==> src/hdl/oaht_pkg.sv <==
`default_nettype none

package oaht_pkg;

  localparam int unsigned KeyWidth   = 32;
  localparam int unsigned ValueWidth = 32;
  localparam int unsigned HomeShift  = 4;
  localparam int unsigned ProbeStride = 39;

  localparam logic KIND_INSERT = 1'b0;
  localparam logic KIND_SEARCH = 1'b1;

  typedef enum logic [2:0] {
    ST_INSERTED  = 3'd0,
    ST_FOUND     = 3'd1,
    ST_NOT_FOUND = 3'd2,
    ST_FULL      = 3'd3,
    ST_ZERO_KEY  = 3'd4
  } status_e;

  // commands from the controller to the datapath
  typedef struct packed {
    logic    clear_en;
    logic    load;
    logic    step;
    logic    ins;
    logic    fin;
    status_e code;
  } oaht_cmd_t;

  // status from the datapath to the controller
  typedef struct packed {
    logic clr_last;
    logic is_search;
    logic zero_key;
    logic table_full;
    logic slot_empty;
    logic key_match;
    logic probe_last;
  } oaht_stat_t;

endpackage

`default_nettype wire

==> src/hdl/oaht_ctrl.sv <==
`default_nettype none

module oaht_ctrl (
  input  wire                  clk_i,
  input  wire                  rst_ni,
  input  wire                  start,
  output logic                 busy,
  input  oaht_pkg::oaht_stat_t stat_i,
  output oaht_pkg::oaht_cmd_t  cmd_o
);
  import oaht_pkg::*;

  typedef enum logic [3:0] {
    S_CLEAR = 4'b0001,
    S_IDLE  = 4'b0010,
    S_RD    = 4'b0100,
    S_CMP   = 4'b1000
  } state_e;

  state_e state_q, state_d;

  always_comb begin
    state_d        = state_q;
    cmd_o          = '0;
    cmd_o.code     = ST_NOT_FOUND;
    unique case (state_q)
      S_CLEAR: begin
        cmd_o.clear_en = 1'b1;
        if (stat_i.clr_last) begin
          state_d = S_IDLE;
        end
      end
      S_IDLE: begin
        if (start) begin
          cmd_o.load = 1'b1;
          state_d    = S_RD;
        end
      end
      S_RD: begin
        // rejected inserts finish while the first read is still in flight
        if (!stat_i.is_search && stat_i.zero_key) begin
          cmd_o.fin  = 1'b1;
          cmd_o.code = ST_ZERO_KEY;
          state_d    = S_IDLE;
        end else if (!stat_i.is_search && stat_i.table_full) begin
          cmd_o.fin  = 1'b1;
          cmd_o.code = ST_FULL;
          state_d    = S_IDLE;
        end else begin
          state_d = S_CMP;
        end
      end
      S_CMP: begin
        if (stat_i.is_search) begin
          if (stat_i.slot_empty) begin
            cmd_o.fin  = 1'b1;
            cmd_o.code = ST_NOT_FOUND;
            state_d    = S_IDLE;
          end else if (stat_i.key_match) begin
            cmd_o.fin  = 1'b1;
            cmd_o.code = ST_FOUND;
            state_d    = S_IDLE;
          end else if (stat_i.probe_last) begin
            cmd_o.fin  = 1'b1;
            cmd_o.code = ST_NOT_FOUND;
            state_d    = S_IDLE;
          end else begin
            cmd_o.step = 1'b1;
            state_d    = S_RD;
          end
        end else begin
          if (stat_i.slot_empty) begin
            cmd_o.ins  = 1'b1;
            cmd_o.fin  = 1'b1;
            cmd_o.code = ST_INSERTED;
            state_d    = S_IDLE;
          end else if (stat_i.probe_last) begin
            cmd_o.fin  = 1'b1;
            cmd_o.code = ST_FULL;
            state_d    = S_IDLE;
          end else begin
            cmd_o.step = 1'b1;
            state_d    = S_RD;
          end
        end
      end
      default: begin
        state_d = S_IDLE;
      end
    endcase
  end

  always_ff @(posedge clk_i or negedge rst_ni) begin
    if (!rst_ni) begin
      state_q <= S_CLEAR;
    end else begin
      state_q <= state_d;
    end
  end

  assign busy = (state_q != S_IDLE);

  // a transfer always starts a probe read
  a_accept_rd : assert property (@(posedge clk_i) disable iff (!rst_ni)
    (start && !busy) |=> (state_q == S_RD))
    else $error("accepted item did not start a probe");

  // no result is produced during the clearing pass
  a_clear_quiet : assert property (@(posedge clk_i) disable iff (!rst_ni)
    cmd_o.clear_en |-> !cmd_o.fin && !cmd_o.ins && !cmd_o.load)
    else $error("item activity during clearing pass");

endmodule

`default_nettype wire

==> config.mk <==
export PLATFORM = sky130hd
export DESIGN_NAME = oaht_ctrl
export DESIGN_NICKNAME = d
export VERILOG_FILES = /design/src/hdl/oaht_pkg.sv /design/src/hdl/oaht_ctrl.sv
export SDC_FILE = /design/constraint.sdc
export NUM_CORES = 1
export LEC_CHECK = 0
export BUFFER_PORTS_ARGS = -buffer_cell sky130_fd_sc_hd__buf_2
export CAP_MARGIN = 40
export CORE_AREA = 2 2 39 41
export DETAILED_ROUTE_END_ITERATION = 7
export DIE_AREA = 0 0 41 43
export GPL_TIMING_DRIVEN = 1
export PLACE_DENSITY = 0.52
export REMOVE_ABC_BUFFERS = 1
export SLEW_MARGIN = 5
export SYNTH_ARGS = -nofsm -noshare
export SYNTH_HDL_FRONTEND = slang
export SYNTH_SLANG_ARGS = --single-unit
==> constraint.sdc <==
create_clock -name clk_i -period 1.5 [get_ports clk_i]
set_input_delay 0.075 -clock clk_i [delete_from_list [all_inputs] [get_ports clk_i]]
set_output_delay 0.075 -clock clk_i [all_outputs]
set_load 0.02 [all_outputs]
* Word level (Yosys, flattened, before mapping)
Cells that the tools add are included.
W data, S select, Z words.
** Operators by class
- Equality and inequality tests :: 7
- Multiplexer cells :: 30
- Reduce and logical (&&, ||, !) cells :: 4
** Operators by type and width (count)
- $mux W4 :: 14
- $pmux W4 S4 :: 1
- $mux W1 :: 10
- $mux W3 :: 3
- $pmux W4 S2 :: 1
- $eq A4 B1 Y1 const B :: 1
- $eq A4 B2 Y1 const B :: 1
- $eq A4 B3 Y1 const B :: 1
- $eq A4 B4 Y1 const B :: 1
- $ne A2 B2 Y1 const B :: 2
- $ne A4 B2 Y1 const B :: 1
- $logic_and A1 B1 Y1 :: 2
- $mux W2 :: 1
- $reduce_and A2 Y1 :: 1
- $logic_not A1 Y1 :: 1
** Word-level totals
- Flip-flop bits (word level) :: 4
- Input bits :: 10
- Logic and storage cells :: 42

* Longest topological paths before layout
- Depth after elaboration :: 5
- Mapped depth :: 4
- Mapped depth without buffers :: 4

* Worst setup path before layout
No wires, ideal clock.
- Path type :: register to register
- From :: register state_q[0]
- To :: register state_q[1]
- Setup time :: 0.126 ns
- Arrival time :: 1.657 ns
- Data required time :: 1.374 ns
- Setup slack :: -0.283 ns
- Stages on the path, launching flop included :: 4
- Path buffers :: 0
- Period minus slack after synthesis :: 1.783 ns
- Cells stage by stage :: dfstp_2 -> nor4b_1 -> inv_1 -> o32a_1
** On the way
- Word-level cells in the longest chain between the ends :: 3
- Elaborated cells between the ends (all ways) :: 8
- Classes of those cells :: eq/ne: 6; mux: 1; reduce/logical: 1
** Ends and longest elaborated chain
- from (decl) :: RTL line oaht_ctrl.sv:20 : state_e state_q, state_d;
- from (signal assigned) :: RTL line oaht_ctrl.sv:97 : state_q <= state_d;
- $eq A4 B1 Y1 / $eq A4 B2 Y1 (equally long branches) :: RTL line oaht_ctrl.sv:26 : unique case (state_q)
- $ne A2 B2 Y1 (no source line)
- $reduce_and A2 Y1 (no source line)
Parallel ways exist; a longest one is shown, timed or not.
A chain may end at the register's enable or synchronous reset.

==> impl_metrics.csv <==
group,metric,value,unit
logic_synthesis,post_synth_inst_count,39,
critical_path,worst-endpoint-arrival,1440,ps
finish,postLayoutCoreUtil,0.418,
hold_path,hp-class,"primary input to flip-flop",
logic_synthesis,syn_area_per_cell,8.44,µm²
critical_path,worst-r2r-setup-slack,140,ps
critical_path,critical_path.top_delay_family,"flip-flops",
critical_path,worst_ep_required_time,1420,ps
clock_network,cts-buffers-inserted,3,
critical_path,worst-path-buf-inv,1,
clock_network,worst_skew_pair.late_latency,230,ps
status,run_status,"finished with violations",
clock_network,root_buffer,"sky130_fd_sc_hd__clkbuf_4",
placed_design,dp.cells,72,
timing,finalSetupViolCount,3,
logic_synthesis,synth-seq-cells,4,
timing,timing.final.max_slew_violations,0,
critical_path,critical_path.max_fanout,4,
critical_path,startpoint,"state_q[3]",
finish,fraction_of_layout_cells_with_a_size_suffix_above_1,0.627,
critical_path,stages_on_the_worst_setup_path,5,
finish,flow.area_growth_from_synthesis,75.7,%
routing,route.antenna.remaining_nets,0,
critical_path,timing_worst_setup_path_type,"flip-flop to primary output",
grt,grt_first_pass_wirelength,1410,µm
logic_synthesis,synthDistinctLibCells,26,
routing,drt_pass1_iterations,3,
finish,finalNetCount,78,
timing,fin_worst_hold_slack,158,ps
finish,reg_top3,"state_q: 4 flops",
floorplanning,die_width,41,µm
grt,globalRouteOverflowTotal,0,
critical_path,setup.worst_path.start_class,"flip-flop",
grt,grt_antenna_before_repair,0,
routing,routed-via-count,378,
floorplanning,initial_core_util,0.238,
pwr,power.density,1180,nW/µm²
timing,worst_pin_slew,377,ps
placed_design,port_buffers,18,
finish,mostFrequentLayoutCells,"14 x sky130_fd_sc_hd__buf_2, 8 x sky130_fd_sc_hd__buf_4, 5 x sky130_fd_sc_hd__nor2_1",
grt,track_usage,0.123,
placed_design,dp_hpwl,654,µm
logic_synthesis,post_synth_edffs,0,
routing,drt_iter0_markers,6,
timing,skew,1.38,ps
clock_network,clkSinkCount,4,
clock_network,max-clock-path-buffers,2,
hold_path,holdCritStartpoint,"stat_i[3]",
timing,period_share,1.01,
pwr,power.leakage,0.272,nW
logic_synthesis,postSynth.topFlopCell,"sky130_fd_sc_hd__dfrtp_1",
critical_path,r2r_end,"state_q[1]",
hold_path,min_delay_path_depth,4,
critical_path,cpPeakStageDelay,430,ps
logic_synthesis,synth_seq_area_share,0.308,
routing,routedWlPerCell,11.6,µm
status,violated_checks,"negative setup slack",
clock_network,cts.reportedPaths.clkPinSlew,40,ps
logic_synthesis,synth.yosys.warnings,0,
finish,antenna-diode-count,0,
floorplanning,die_y,43,µm
floorplanning,area_enclosed_by_the_die_boundary,1760,µm²
critical_path,launch_point_of_the_worst_reg_to_reg_path,"state_q[2]",
finish,largest_register_ff_count,4,
clock_network,cts_tree,"yes",
hold_path,hold-path-endpoint,"state_q[3]",
timing,setup_slack,-19.9,ps
logic_synthesis,syn-cell-area,329,µm²
timing,period_needed,1520,ps
routing,avgViaCountPerCell,4.55,
critical_path,worst_path_max_delay_cell,"sky130_fd_sc_hd__dfrtp_2",
pwr,power.ir.vdd_worst,0.367,mV
timing,max_slew_margin,0.745,
floorplanning,rows,14,
critical_path,reg2reg_depth,4,
routing,post-route-drc-count,0,
job,max-cap-violations,0,
clock_network,htree_levels,1,
floorplanning,floorplan.io_pins,19,
timing,max_freq,658,MHz
finish,top_register,"state_q",
pwr,total_power,0.000684,W
timing,grt_setup_unrepaired,"true",
logic_synthesis,fraction_of_synthesis_flops_using_an_asynchronous_set_or_reset_pin,1.00,
routing,drt_wl_total,960,µm
finish,final_cells,83,
critical_path,cp_cell_sequence,"and2b_2, a22oi_2, nor4_2, a31oi_1, buf_4",
critical_path,worstSetupEndpointType,"primary output",
timing,hold_viol_final,0,
grt,vias_in_the_first_global_route,346,
placed_design,weighted_congestion_at_the_end_of_routability_driven_global_placement,0.719,
finish,layout_commonest_cell,"sky130_fd_sc_hd__buf_2",
grt,maximum_number_of_pins_on_one_net_before_global_route_repair,10,
floorplanning,placeableCoreArea,1380,µm²
timing,finalSetupTns,-33.4,ps
[worst max path at each step]
stage,end,slack (ps)
CTS,cmd_o[3],-30
global placement,state_q[1],160
finish,cmd_o[1],-20
detailed placement,state_q[1],160
global route,cmd_o[1],-90
floorplan,state_q[1],-280
[routing by layer]
layer	GRT usage	routed length [µm]
met1	0.161	408
met2	0.163	534
met3	0.0314	17
met4	0.100	0
met5	0	0
[synth_stat cells (2+ instances only)]
master                    n  area (µm²)
sky130_fd_sc_hd__a21oi_1  2        10.0
sky130_fd_sc_hd__dfrtp_1  3        75.1
sky130_fd_sc_hd__inv_1    4        15.0
sky130_fd_sc_hd__nor2_1   7        26.3
sky130_fd_sc_hd__nor4_1   2        12.5
[cell type report]
cell class              instances  area (µm²)
clock buffers                   4        26.3
flip-flops and latches          4         105
well taps                      16        20.0
multi-input cells              30         250
inverters                       4        15.0
fillers                       150         806
repair buffers                 25         161
[cell families after synthesis]
| family | Yosys count | share of synthesized area |
|---|---|---|
| compound gates | 8 | 0.221 |
| buf+inv | 5 | 0.0608 |
| flops | 4 | 0.308 |
| mux | 1 | 0.0342 |
| simple gates | 21 | 0.376 |
[through the flow]
stage                     setup slack (ps)  instance area [µm²]
after floorplan                       -283                  324
after global placement                 162                  434
after detailed placement               164                  434
after CTS                            -30.3                  497
after global routing                 -93.9                  578
final                                -19.9                  578
[power breakdown]
| group | switching, W | total [W] | internal [W] |
|---|---|---|---|
| registers | 0.0000407 | 0.000179 | 0.000138 |
| clock network | 0.0000455 | 0.000145 | 0.0000999 |
| logic | 0.000184 | 0.000360 | 0.000176 |
| total | 0.000270 | 0.000684 | 0.000414 |
[tightest hold or removal path, delay by kind of cell]
family / cells / cell delay, ps
simple gates: 3 / 190
buf+inv: 1 / 90
[timing repair]
action,in CTS,in global routing
endpoints found under the setup margin,3,5
hold buffers,2,0
resized for setup,4,14
endpoints found under the hold margin,5,0
buffers inserted,1,4
pin swaps,1,4
Power figures use the tool's default switching activity.
